==> src/design/rtc_alarm_time_from_timeout_assert.svh <==
// Assertion macros shared by the RTL
`ifndef RTC_ALARM_TIME_FROM_TIMEOUT_ASSERT_SVH
`define RTC_ALARM_TIME_FROM_TIMEOUT_ASSERT_SVH

// same-cycle implication, disabled in reset
`define RATFT_ASSERT_NOW(lbl, clk, rst_n, ante, cons, msg) \
    lbl: assert property (@(posedge clk) disable iff (!(rst_n)) (ante) |-> (cons)) \
        else $error(msg);

// next-cycle implication, disabled in reset
`define RATFT_ASSERT_NEXT(lbl, clk, rst_n, ante, cons, msg) \
    lbl: assert property (@(posedge clk) disable iff (!(rst_n)) (ante) |=> (cons)) \
        else $error(msg);

`endif

==> src/design/ratft_pkg.sv <==
`timescale 1ns / 1ps
`default_nettype none

package ratft_pkg;

    localparam int PC_W = 5;
    localparam int K_W  = 5;
    localparam int Q_W  = 22;
    localparam int F_W  = 7;

    typedef enum logic [3:0] {
        OP_IDLE,
        OP_DSTEP,
        OP_TICK,
        OP_ADDQ,
        OP_ADDR,
        OP_LOADA,
        OP_STORE,
        OP_SKIPLE,
        OP_OUT
    } t_op;

    typedef enum logic [2:0] {
        D_250,
        D_DAY,
        D_HOUR,
        D_MIN,
        D_24,
        D_LEN
    } t_dsel;

    typedef enum logic [2:0] {
        C_NONE,
        C_T,
        C_DAY,
        C_HOUR,
        C_MIN,
        C_2
    } t_csel;

    typedef enum logic [1:0] {
        F_SEC,
        F_MIN,
        F_HR,
        F_DAY
    } t_fsel;

    typedef struct packed {
        t_op            op;
        t_dsel          dsel;
        t_csel          csel;
        t_fsel          fsel;
        logic [PC_W-1:0] target;
    } t_ctrl;

    localparam logic [PC_W-1:0] PC_OUT = PC_W'(26);

    function automatic t_ctrl mk(t_op op, t_dsel d, t_csel c, t_fsel f, logic [PC_W-1:0] t);
        t_ctrl w;
        w.op     = op;
        w.dsel   = d;
        w.csel   = c;
        w.fsel   = f;
        w.target = t;
        return w;
    endfunction

    // control store
    function automatic t_ctrl ucode(logic [PC_W-1:0] pc);
        t_ctrl w;
        w = mk(OP_IDLE, D_250, C_NONE, F_SEC, '0);
        case (pc)
            5'd0:  w = mk(OP_IDLE,   D_250,  C_T,    F_SEC, '0);
            5'd1:  w = mk(OP_DSTEP,  D_250,  C_NONE, F_SEC, '0);
            5'd2:  w = mk(OP_TICK,   D_250,  C_DAY,  F_SEC, '0);
            5'd3:  w = mk(OP_DSTEP,  D_DAY,  C_NONE, F_SEC, '0);
            5'd4:  w = mk(OP_ADDQ,   D_DAY,  C_HOUR, F_DAY, '0);
            5'd5:  w = mk(OP_DSTEP,  D_HOUR, C_NONE, F_SEC, '0);
            5'd6:  w = mk(OP_ADDQ,   D_HOUR, C_MIN,  F_HR,  '0);
            5'd7:  w = mk(OP_DSTEP,  D_MIN,  C_NONE, F_SEC, '0);
            5'd8:  w = mk(OP_ADDQ,   D_MIN,  C_NONE, F_MIN, '0);
            5'd9:  w = mk(OP_ADDR,   D_MIN,  C_NONE, F_SEC, '0);
            5'd10: w = mk(OP_LOADA,  D_MIN,  C_2,    F_SEC, '0);
            5'd11: w = mk(OP_DSTEP,  D_MIN,  C_NONE, F_SEC, '0);
            5'd12: w = mk(OP_STORE,  D_MIN,  C_NONE, F_SEC, '0);
            5'd13: w = mk(OP_ADDQ,   D_MIN,  C_NONE, F_MIN, '0);
            5'd14: w = mk(OP_LOADA,  D_MIN,  C_2,    F_MIN, '0);
            5'd15: w = mk(OP_DSTEP,  D_MIN,  C_NONE, F_SEC, '0);
            5'd16: w = mk(OP_STORE,  D_MIN,  C_NONE, F_MIN, '0);
            5'd17: w = mk(OP_ADDQ,   D_MIN,  C_NONE, F_HR,  '0);
            5'd18: w = mk(OP_LOADA,  D_24,   C_2,    F_HR,  '0);
            5'd19: w = mk(OP_DSTEP,  D_24,   C_NONE, F_SEC, '0);
            5'd20: w = mk(OP_STORE,  D_24,   C_NONE, F_HR,  '0);
            5'd21: w = mk(OP_ADDQ,   D_24,   C_NONE, F_DAY, '0);
            5'd22: w = mk(OP_SKIPLE, D_LEN,  C_2,    F_DAY, PC_OUT);
            5'd23: w = mk(OP_LOADA,  D_LEN,  C_NONE, F_DAY, '0);
            5'd24: w = mk(OP_DSTEP,  D_LEN,  C_NONE, F_SEC, '0);
            5'd25: w = mk(OP_STORE,  D_LEN,  C_NONE, F_DAY, '0);
            5'd26: w = mk(OP_OUT,    D_LEN,  C_NONE, F_SEC, '0);
            default: w = mk(OP_IDLE, D_250,  C_NONE, F_SEC, '0);
        endcase
        return w;
    endfunction

    function automatic logic [4:0] month_days(logic [3:0] month, logic leap);
        logic [4:0] d;
        unique case (month)
            4'd2:                      d = leap ? 5'd29 : 5'd28;
            4'd4, 4'd6, 4'd9, 4'd11:   d = 5'd30;
            default:                   d = 5'd31;
        endcase
        return d;
    endfunction

endpackage

`default_nettype wire

==> src/design/rtc_alarm_time_from_timeout.sv <==
`timescale 1ns / 1ps
`default_nettype none
// One word is in flight at a time; every divide uses the shared restoring divider
//   (one quotient bit per cycle, 22 bits for the tick conversion).
// The result register frees the input side while a result waits downstream.
// Reset (i_rst_n low, synchronous) clears the error accumulator, sequencer and valid.

`include "rtc_alarm_time_from_timeout_assert.svh"

module rtc_alarm_time_from_timeout #(
    parameter int MAX_ALARM_DAYS = 28
) (
    input  wire         i_clk,
    input  wire         i_rst_n,
    input  wire         i_s_tvalid,
    output logic        o_s_tready,
    // timeout_ms, now_seconds, now_minutes, now_hours, now_date, now_month,
    // now_year, century_base, zero pad
    input  wire  [87:0] i_s_tdata,
    output logic        o_m_tvalid,
    input  wire         i_m_tready,
    // alarm_seconds, alarm_minutes, alarm_hours, alarm_date, tick_total, zero pad
    output logic [47:0] o_m_tdata
);

    localparam int MAX_MS = (MAX_ALARM_DAYS * 86400 * 125) / 256;
    localparam int MS_W   = $clog2(MAX_MS + 1);
    localparam int TW     = $clog2(MAX_ALARM_DAYS * 86400 + 2);
    localparam int DW     = $clog2(MAX_ALARM_DAYS + 1);

    localparam int ACC_CORR = 488;

    ratft_pkg::t_ctrl              ctl;
    logic [ratft_pkg::PC_W-1:0]    r_pc, n_pc;
    logic [ratft_pkg::K_W-1:0]     r_k, n_k;
    logic [ratft_pkg::Q_W-1:0]     r_q, n_q;
    logic [31:0]                   r_a, n_a;
    logic signed [31:0]            r_accum, n_accum;
    logic [TW-1:0]                 r_ticks, n_ticks;
    logic [ratft_pkg::F_W-1:0]     r_sec, n_sec, r_min, n_min, r_hr, n_hr, r_day, n_day;
    logic [4:0]                    r_len, n_len;
    logic                          r_ovalid, n_ovalid;
    logic [47:0]                   r_odata, n_odata;

    logic [31:0]                   in_ms;
    logic [MS_W-1:0]               ms_c;
    logic                          leap;
    logic [1:0]                    ysum;
    logic [16:0]                   dv;
    logic [31:0]                   dv_sh;
    logic                          ge;
    logic [ratft_pkg::K_W-1:0]     k_init;
    logic [ratft_pkg::F_W-1:0]     fld;
    logic signed [10:0]            err;
    logic [32:0]                   sum33;
    logic signed [31:0]            sat;
    logic [TW-1:0]                 tick_c;
    logic                          accept;
    logic                          out_ok;

    assign ctl        = ratft_pkg::ucode(r_pc);
    assign o_s_tready = (ctl.op == ratft_pkg::OP_IDLE);
    assign accept     = i_s_tvalid && o_s_tready;
    assign o_m_tvalid = r_ovalid;
    assign o_m_tdata  = r_odata;
    assign out_ok     = !r_ovalid || i_m_tready;

    assign in_ms = i_s_tdata[31:0];
    assign ms_c  = (in_ms > 32'(MAX_MS)) ? MS_W'(MAX_MS) :
                   ((in_ms == 32'd0) ? MS_W'(1) : in_ms[MS_W-1:0]);
    assign ysum  = i_s_tdata[59:58] + i_s_tdata[66:65];
    assign leap  = (i_s_tdata[64:58] == 7'd0) || (ysum == 2'd0);

    always_comb begin
        unique case (ctl.dsel)
            ratft_pkg::D_250:  dv = 17'd250;
            ratft_pkg::D_DAY:  dv = 17'd86400;
            ratft_pkg::D_HOUR: dv = 17'd3600;
            ratft_pkg::D_MIN:  dv = 17'd60;
            ratft_pkg::D_24:   dv = 17'd24;
            ratft_pkg::D_LEN:  dv = {12'd0, r_len};
            default:           dv = 17'd250;
        endcase
    end

    assign dv_sh = 32'(dv) << r_k;
    assign ge    = (r_a >= dv_sh);

    always_comb begin
        unique case (ctl.csel)
            ratft_pkg::C_T:    k_init = ratft_pkg::K_W'(TW - 1);
            ratft_pkg::C_DAY:  k_init = ratft_pkg::K_W'(DW - 1);
            ratft_pkg::C_HOUR: k_init = ratft_pkg::K_W'(4);
            ratft_pkg::C_MIN:  k_init = ratft_pkg::K_W'(5);
            ratft_pkg::C_2:    k_init = ratft_pkg::K_W'(1);
            default:           k_init = r_k;
        endcase
    end

    always_comb begin
        unique case (ctl.fsel)
            ratft_pkg::F_SEC: fld = r_sec;
            ratft_pkg::F_MIN: fld = r_min;
            ratft_pkg::F_HR:  fld = r_hr;
            default:          fld = r_day;
        endcase
    end

    // rounding error of the conversion is 500 - 4*remainder
    assign err   = 11'sd500 - $signed({1'b0, r_a[7:0], 2'b00});
    assign sum33 = {r_accum[31], r_accum} + {{22{err[10]}}, err};
    always_comb begin
        if (sum33[32] != sum33[31]) begin
            sat = sum33[32] ? 32'sh8000_0000 : 32'sh7fff_ffff;
        end else begin
            sat = $signed(sum33[31:0]);
        end
    end
    assign tick_c = r_q[TW-1:0] + TW'(1);

    always_comb begin
        n_pc     = r_pc;
        n_k      = r_k;
        n_q      = r_q;
        n_a      = r_a;
        n_accum  = r_accum;
        n_ticks  = r_ticks;
        n_sec    = r_sec;
        n_min    = r_min;
        n_hr     = r_hr;
        n_day    = r_day;
        n_len    = r_len;
        n_odata  = r_odata;
        n_ovalid = r_ovalid && !i_m_tready;

        if (ctl.csel != ratft_pkg::C_NONE) begin
            n_k = k_init;
            n_q = '0;
        end

        unique case (ctl.op)
            ratft_pkg::OP_IDLE: begin
                if (accept) begin
                    n_a   = (32'(ms_c) << 9) + 32'd125;
                    n_sec = ratft_pkg::F_W'(i_s_tdata[37:32]);
                    n_min = ratft_pkg::F_W'(i_s_tdata[43:38]);
                    n_hr  = ratft_pkg::F_W'(i_s_tdata[48:44]);
                    n_day = ratft_pkg::F_W'(i_s_tdata[53:49]);
                    n_len = ratft_pkg::month_days(i_s_tdata[57:54], leap);
                    n_pc  = r_pc + 1'b1;
                end
            end
            ratft_pkg::OP_DSTEP: begin
                n_q = {r_q[ratft_pkg::Q_W-2:0], ge};
                if (ge) begin
                    n_a = r_a - dv_sh;
                end
                if (r_k == '0) begin
                    n_pc = r_pc + 1'b1;
                end else begin
                    n_k = r_k - 1'b1;
                end
            end
            ratft_pkg::OP_TICK: begin
                if (sat >= 32'sd488) begin
                    n_accum = sat - 32'(ACC_CORR);
                    n_ticks = tick_c;
                end else begin
                    n_accum = sat;
                    n_ticks = r_q[TW-1:0];
                end
                n_a  = 32'(n_ticks);
                n_pc = r_pc + 1'b1;
            end
            ratft_pkg::OP_ADDQ, ratft_pkg::OP_ADDR, ratft_pkg::OP_STORE: begin
                logic [ratft_pkg::F_W-1:0] v;
                if (ctl.op == ratft_pkg::OP_ADDQ) begin
                    v = fld + r_q[ratft_pkg::F_W-1:0];
                end else if (ctl.op == ratft_pkg::OP_ADDR) begin
                    v = fld + r_a[ratft_pkg::F_W-1:0];
                end else begin
                    v = r_a[ratft_pkg::F_W-1:0];
                end
                case (ctl.fsel)
                    ratft_pkg::F_SEC: n_sec = v;
                    ratft_pkg::F_MIN: n_min = v;
                    ratft_pkg::F_HR:  n_hr  = v;
                    default:          n_day = v;
                endcase
                n_pc = r_pc + 1'b1;
            end
            ratft_pkg::OP_LOADA: begin
                n_a  = 32'(fld);
                n_pc = r_pc + 1'b1;
            end
            ratft_pkg::OP_SKIPLE: begin
                if (r_day <= ratft_pkg::F_W'(r_len)) begin
                    n_pc = ctl.target;
                end else begin
                    n_pc = r_pc + 1'b1;
                end
            end
            ratft_pkg::OP_OUT: begin
                if (out_ok) begin
                    n_odata  = {4'd0, 22'(r_ticks), r_day[4:0], r_hr[4:0],
                                r_min[5:0], r_sec[5:0]};
                    n_ovalid = 1'b1;
                    n_pc     = '0;
                end
            end
            default: begin
                n_pc = '0;
            end
        endcase
    end

    always_ff @(posedge i_clk) begin
        if (!i_rst_n) begin
            r_pc     <= '0;
            r_accum  <= '0;
            r_ovalid <= 1'b0;
        end else begin
            r_pc     <= n_pc;
            r_accum  <= n_accum;
            r_ovalid <= n_ovalid;
        end
        r_k     <= n_k;
        r_q     <= n_q;
        r_a     <= n_a;
        r_ticks <= n_ticks;
        r_sec   <= n_sec;
        r_min   <= n_min;
        r_hr    <= n_hr;
        r_day   <= n_day;
        r_len   <= n_len;
        r_odata <= n_odata;
    end

    `RATFT_ASSERT_NEXT(a_accept_starts, i_clk, i_rst_n, accept, r_pc == ratft_pkg::PC_W'(1), "accept did not start the program")
    `RATFT_ASSERT_NOW(a_rem_range, i_clk, i_rst_n, ctl.op == ratft_pkg::OP_TICK, r_a < 32'd250, "conversion remainder out of range")
    `RATFT_ASSERT_NOW(a_fields_range, i_clk, i_rst_n, ctl.op == ratft_pkg::OP_OUT, (r_sec < 7'd60) && (r_min < 7'd60) && (r_hr < 7'd24), "time field out of range at output")
    `RATFT_ASSERT_NEXT(a_out_hold, i_clk, i_rst_n, o_m_tvalid && !i_m_tready, o_m_tvalid && $stable(o_m_tdata), "result word changed while stalled")

endmodule

`default_nettype wire
==> config.mk <==
export PLATFORM = sky130hd
export DESIGN_NAME = rtc_alarm_time_from_timeout
export DESIGN_NICKNAME = d
export VERILOG_FILES = /design/src/design/ratft_pkg.sv /design/src/design/rtc_alarm_time_from_timeout.sv
export VERILOG_INCLUDE_DIRS = /design/src /design/src/design
export SDC_FILE = /design/constraint.sdc
export NUM_CORES = 1
export LEC_CHECK = 0
export ABC_AREA = 0
export BUFFER_PORTS_ARGS = -buffer_cell sky130_fd_sc_hd__buf_2
export CAP_MARGIN = 40
export CORE_MARGIN = 2
export CORE_UTILIZATION = 60
export DETAILED_ROUTE_END_ITERATION = 10
export PLACE_DENSITY = 0.8
export SETUP_SLACK_MARGIN = 0.2
export SYNTH_ARGS = -nofsm -noshare
export SYNTH_HDL_FRONTEND = slang
export SYNTH_SLANG_ARGS = --single-unit
==> constraint.sdc <==
create_clock -name i_clk -period 7.34 [get_ports i_clk]
set_input_delay 0.734 -clock i_clk [delete_from_list [all_inputs] [get_ports i_clk]]
set_output_delay 0.734 -clock i_clk [all_outputs]
set_load 0.03 [all_outputs]
==> flow_summary_export.csv, run 1 <==
group,metric,value,unit
yosys,syn_avg_cell_area,8.94,µm²
outcome,status,"complete, no violations",
yosys,synth.cell_area,15300,µm²
cells_and_area,fin_util,0.672,
timing,clock.fmax,0.149,GHz
yosys,ys_seq_elements,204,
clock_network,hold_buffers,0,
floorplan,core,25100,µm²
critical_path,cp.required,7.59,ns
timing,setup_tns,0,ns
yosys,synth_area_leader_cell,"edfxtp_1",
timing,relSlewSlack,0.374,
detailed_routing,drtIter0Drc,1857,
critical_path,slowest_delay,0.53,ns
clock_network,cts_made_buffers,22,
grt,overflow,0,
timing,slew_viol_final,0,
floorplan,pin_count,142,
grt,antenna_found_initial,0,
placement,gp_congestion,1.00,
critical_path,arrival,6.96,ns
floorplan,die_w,164,µm
detailed_routing,drc,0,
critical_path,end_kind,"flip-flop",
timing,fin_crit_sh,0.915,
yosys,synthTopCellsByCount,"150 x edfxtp_1, 150 x nor2_1, 145 x nand2_1",
yosys,yosys_warnings,0,
timing,hold_viol,0,
critical_path,slowest_stage,"edfxtp_1",
placement,portBuffers,116,
critical_path,start_kind,"flip-flop",
clock_network,path_clk_slew,0.07,ns
clock_network,cts.sink_count,204,
yosys,synth_seq_area_share,0.364,
floorplan,start_util,0.611,
yosys,synth_cell_type_count,88,
grt,grt_max_degree,49,
timing,post-route-min-period,6.71,ns
yosys,async_reset_ff_frac,0,
detailed_routing,totalWireLength,44800,µm
placement,hpwlAfterDp,33400,µm
timing,skew,0.0199,ns
grt,grt_pass1_vias,13000,
flow_run,maxCapViolCount,0,
cells_and_area,syn_to_final_growth,9.98,%
cells_and_area,drive_gt1_frac,0.131,
yosys,synthFlopType,"edfxtp_1",
detailed_routing,viasPerCell,6.65,
clock_network,tritoncts,"yes",
detailed_routing,via_count,14200,
yosys,synth_enable_flop_cells,150,
clock_network,clockBufferDepth,3,
detailed_routing,wire_per_inst,20.9,µm
clock_network,root_buffer,"clkbuf_16",
clock_network,htreeDepth,1,
grt,grt_pass1_wl,69600,µm
yosys,synth_top_area_frac,0.294,
timing,setup_viol,0,
min_path,hp-class,"flip-flop to flip-flop",
floorplan,rows,58,
cells_and_area,final_nets,1985,
timing,rsz0062_at_grt,"no",
floorplan,die_h,164,µm
critical_path,crit_fanout,15,
yosys,synth_area_leaders,"edfxtp_1 29%, ha_1 7.6%, dfxtp_1 7.0%",
yosys,synthCells,1716,
floorplan,fp.dieArea,26900,µm²
detailed_routing,first_pass_iters,9,
cells_and_area,diodes,0,
detailed_routing,ant_nets,0,
clock_network,clk-insertion-delay-late,0.51,ns
grt,grt_util_all_layers,0.326,
timing,worstMarginPinSlew,0.938,ns
critical_path,path_class,"flip-flop to flip-flop",
through the flow:
step                      cell area (µm²)  cells  hold slack, ns  setup WS [ns]
after floorplan                     15400   1719           0.400           1.27
after global placement              16100   2096           0.401          0.585
after detailed placement            16200   2099           0.405          0.511
after CTS                           16800   2139           0.416          0.479
after global routing                16900   2142           0.419          0.231
final                               16900   2142           0.416          0.625
registers in the layout, indices dropped and copies added, names as in the netlist, 13 cells and up:
name	count
r_a	32
o_m_tdata	44
ctl	13
r_ticks	22
r_accum	30
r_q	22
cells in the final DEF, fill, tap and decap left out, types with 19 or more instances in the layout:
| cell | Yosys | layout |
|---|---|---|
| buf_2 | 10 | 116 |
| nand2_1 | 145 | 145 |
| o21ai_0 | 112 | 111 |
| xnor2_1 | 49 | 49 |
| nor3_1 | 33 | 32 |
| nand3_1 | 54 | 54 |
| a21o_1 | 71 | 70 |
| buf_4 | 6 | 34 |
| nand2b_1 | 31 | 31 |
| a211oi_1 | 22 | 22 |
| dfxtp_1 | 54 | 54 |
| a31oi_1 | 37 | 37 |
| edfxtp_1 | 150 | 150 |
| inv_1 | 44 | 43 |
| and2_1 | 38 | 38 |
| nor2_1 | 150 | 150 |
| nand4_1 | 19 | 19 |
| a21oi_1 | 129 | 129 |
| and3_1 | 30 | 30 |
| xor2_1 | 42 | 42 |
| clkbuf_16 | 0 | 23 |
| ha_1 | 93 | 93 |
layer usage:
metal  track usage  wire length [µm]
met5             0                 0
met4        0.0690               903
met3        0.0417              4170
met2         0.527             20500
met1         0.471             19200
cells by family (layout without fill, tap and decap cells):
kind of cell | Yosys count | after routing | share of synthesized area
AO/OA/AOI/OAI | 572 | 572 | 0.253
XOR/XNOR | 91 | 91 | 0.0519
adder cells (fa/ha/maj) | 97 | 97 | 0.0811
buffers and inverters | 147 | 240 | 0.0412
flip-flops | 204 | 204 | 0.364
multiplexers | 28 | 28 | 0.0243
other | 1 | 4 | 0.000244
AND/OR/NAND/NOR | 576 | 576 | 0.184
what timing repair did:
action,4_1_cts,5_1_grt
hold endpoints to repair,0,0
setup endpoints to repair,0,17
resized for setup,0,2
setup buffers,0,3
path summary, 6_finish.rpt:
| check | from | to | slack [ns] | cells after the start |
|---|---|---|---|---|
| worst min register to register | r_ticks[8] | o_m_tdata[30] | 0.42 | 0 |
| worst min-delay path | r_ticks[8] | o_m_tdata[30] | 0.42 | 0 |
| worst max-delay path | r_a[2] | r_a[9] | 0.63 | 25 |
| worst max register to register | r_a[2] | r_a[9] | 0.63 | 25 |
final cells by class:
class | count | area, µm²
clock buffers | 32 | 616
inverters | 46 | 173
multi-input cells | 1368 | 9160
fillers | 2081 | 8240
well taps | 330 | 413
clock inverters | 8 | 42.5
flip-flops and latches | 204 | 5590
repair buffers | 154 | 890
worst max-delay path: cells and delay by family, from the launching register on:
| kind | cells | cell delay (ns) |
|---|---|---|
| buffers and inverters | 1 | 0.16 |
| adders and majority gates | 3 | 1.14 |
| and+or+nand+nor | 9 | 1.69 |
| AOI/OAI and AO/OA | 9 | 2.21 |
| xor gates and xnor gates | 3 | 0.70 |
| DFF | 1 | 0.53 |
Power of run 1 is not shown: default switching activity piles up to over one toggle a cycle in this logic, so the estimate is an artifact.
==> run 2: changes to the inputs <==
==> constraint.sdc (replaced) <==
create_clock -name i_clk -period 7.5 [get_ports i_clk]
set_input_delay 0.75 -clock i_clk [delete_from_list [all_inputs] [get_ports i_clk]]
set_output_delay 0.75 -clock i_clk [all_outputs]
set_load 0.03 [all_outputs]
==> run 2 against run 1 <==
Sequential share of layout area shrank 0.21 points. Die area is the same. First-iteration DRC count shrank 3.4%. Count of clock-buffer cells in the layout shrank 4. Fmax shrank 2.4%. Critical path depth shrank 2. Worst setup slack lost 0.0058 ns. Non-clock buffer count grew 2. Register-to-register slack is essentially flat. Cell area grew 0.65%.
==> flow_summary_export.csv, run 2 (synthesized netlist as in run 1, its figures left out) <==
group,metric,value,unit
outcome,status,"complete, no violations",
clock_network,tritoncts,"yes",
cells_and_area,nFillCells,2036,
clock_network,path_clk_slew,0.06,ns
timing,post-route-min-period,6.88,ns
detailed_routing,wire_per_inst,21.1,µm
detailed_routing,first_pass_iters,6,
timing,setup_viol,0,
clock_network,htreeDepth,1,
cells_and_area,diodes,0,
cells_and_area,largest_reg_flops,44,
floorplan,core,25100,µm²
min_path,hp-class,"flip-flop to flip-flop",
grt,grt_max_degree,70,
timing,worstMarginPinSlew,0.962,ns
grt,grt_pass1_wl,69700,µm
critical_path,slowest_stage,"edfxtp_1",
cells_and_area,final_nets,1987,
grt,overflow,0,
cells_and_area,syn_to_final_growth,10.7,%
placement,gp_congestion,0.956,
critical_path,path_class,"flip-flop to flip-flop",
timing,relSlewSlack,0.358,
clock_network,clockBufferDepth,3,
grt,grt_pass1_vias,13100,
detailed_routing,totalWireLength,45300,µm
floorplan,pin_count,142,
critical_path,slowest_delay,0.49,ns
critical_path,arrival,7.14,ns
detailed_routing,ant_nets,0,
critical_path,cp.required,7.76,ns
critical_path,start_kind,"flip-flop",
floorplan,rows,58,
clock_network,clk-insertion-delay-late,0.51,ns
detailed_routing,viasPerCell,6.68,
floorplan,die_h,164,µm
timing,hold_viol,0,
cells_and_area,layout_common_cells,"150 x nor2_1, 150 x edfxtp_1, 145 x nand2_1",
clock_network,root_buffer,"clkbuf_16",
floorplan,fp.dieArea,26900,µm²
floorplan,die_w,164,µm
placement,hpwlAfterDp,33800,µm
critical_path,crit_fanout,19,
grt,grt_util_all_layers,0.328,
timing,setup_tns,0,ns
detailed_routing,drc,0,
timing,fin_crit_sh,0.917,
timing,rsz0062_at_grt,"no",
timing,slew_viol_final,0,
detailed_routing,via_count,14300,
clock_network,cts_made_buffers,22,
grt,antenna_found_initial,1,
timing,skew,0.0134,ns
clock_network,cts.sink_count,204,
timing,clock.fmax,0.145,GHz
flow_run,maxCapViolCount,0,
cells_and_area,drive_gt1_frac,0.137,
critical_path,crit_path_cell_trace,"nand2_1, nor2_1, a21o_2, buf_4, ha_1, a21oi_1, o21ai_0, a31o_2, a21oi_1, o31ai_2, a21o_1, a21o_1, xor2_1, ha_2, a31oi_1, o221a_2, nand4_1, a211oi_2, and4bb_4, and4_4, a31oi_4, xor2_1, a221o_1",
placement,portBuffers,116,
detailed_routing,drtIter0Drc,1793,
floorplan,start_util,0.611,
critical_path,end_kind,"flip-flop",
-- run 2: changes by cell type in the layout (fill, tap and decap cells not counted), sizes merged --
cell,delta
clkbuf,-4
bufinv,+1
buf,+2
clkinv,+2
inv,+1
-- run 2: worst paths after layout --
kind	to	from	depth (start not counted)	slack [ns]
hold reg to reg	o_m_tdata[35]	r_ticks[13]	0	0.42
setup / recovery	r_a[0]	r_a[2]	23	0.62
setup reg to reg	r_a[0]	r_a[2]	23	0.62
hold / removal	o_m_tdata[35]	r_ticks[13]	0	0.42
-- run 2: timing repair --
action	in CTS	in global routing
hold buffers	0	0
setup endpoints to repair	0	26
resized for setup	0	5
buffers inserted	0	0
-- run 2: area by class of cell --
| type | count | area, µm² | area share |
|---|---|---|---|
| clock buffer | 28 | 656 | 0.0386 |
| clock inverter | 12 | 87.6 | 0.00516 |
| inverter | 46 | 173 | 0.0102 |
| multi-input combinational | 1368 | 9170 | 0.540 |
| sequential | 204 | 5590 | 0.329 |
| tap | 330 | 413 | 0.0243 |
| timing repair buffer | 156 | 900 | 0.0530 |
-- run 2: critical path, delay by kind of cell, from the launching register on --
family	cells	cell delay [ns]
fa+ha+maj	2	0.79
simple gates	5	1.19
buf+inv	1	0.27
compound gates	13	3.34
flops	1	0.49
xor+xnor	2	0.51
-- run 2: routing by layer --
layer / routed length [µm] / global-route usage
met1: 18800 / 0.460
met2: 20500 / 0.523
met3: 4770 / 0.0576
met4: 1170 / 0.0945
met5: 10 / 0
-- run 2: metrics by stage --
stage	hold slack, ns	setup WS [ns]	area [µm²]	utilization	std cells
4_1_cts	0.420	0.484	17000	0.676	2144
2_1_floorplan	0.400	1.43	15400	-	1719
3_3_place_gp	0.402	0.641	16200	0.645	2101
3_5_place_dp	0.405	0.460	16200	0.646	2104
5_1_grt	0.429	0.293	17000	0.676	2144
6_report	0.419	0.620	17000	0.676	2144
Power of run 2 is left out for the same reason.
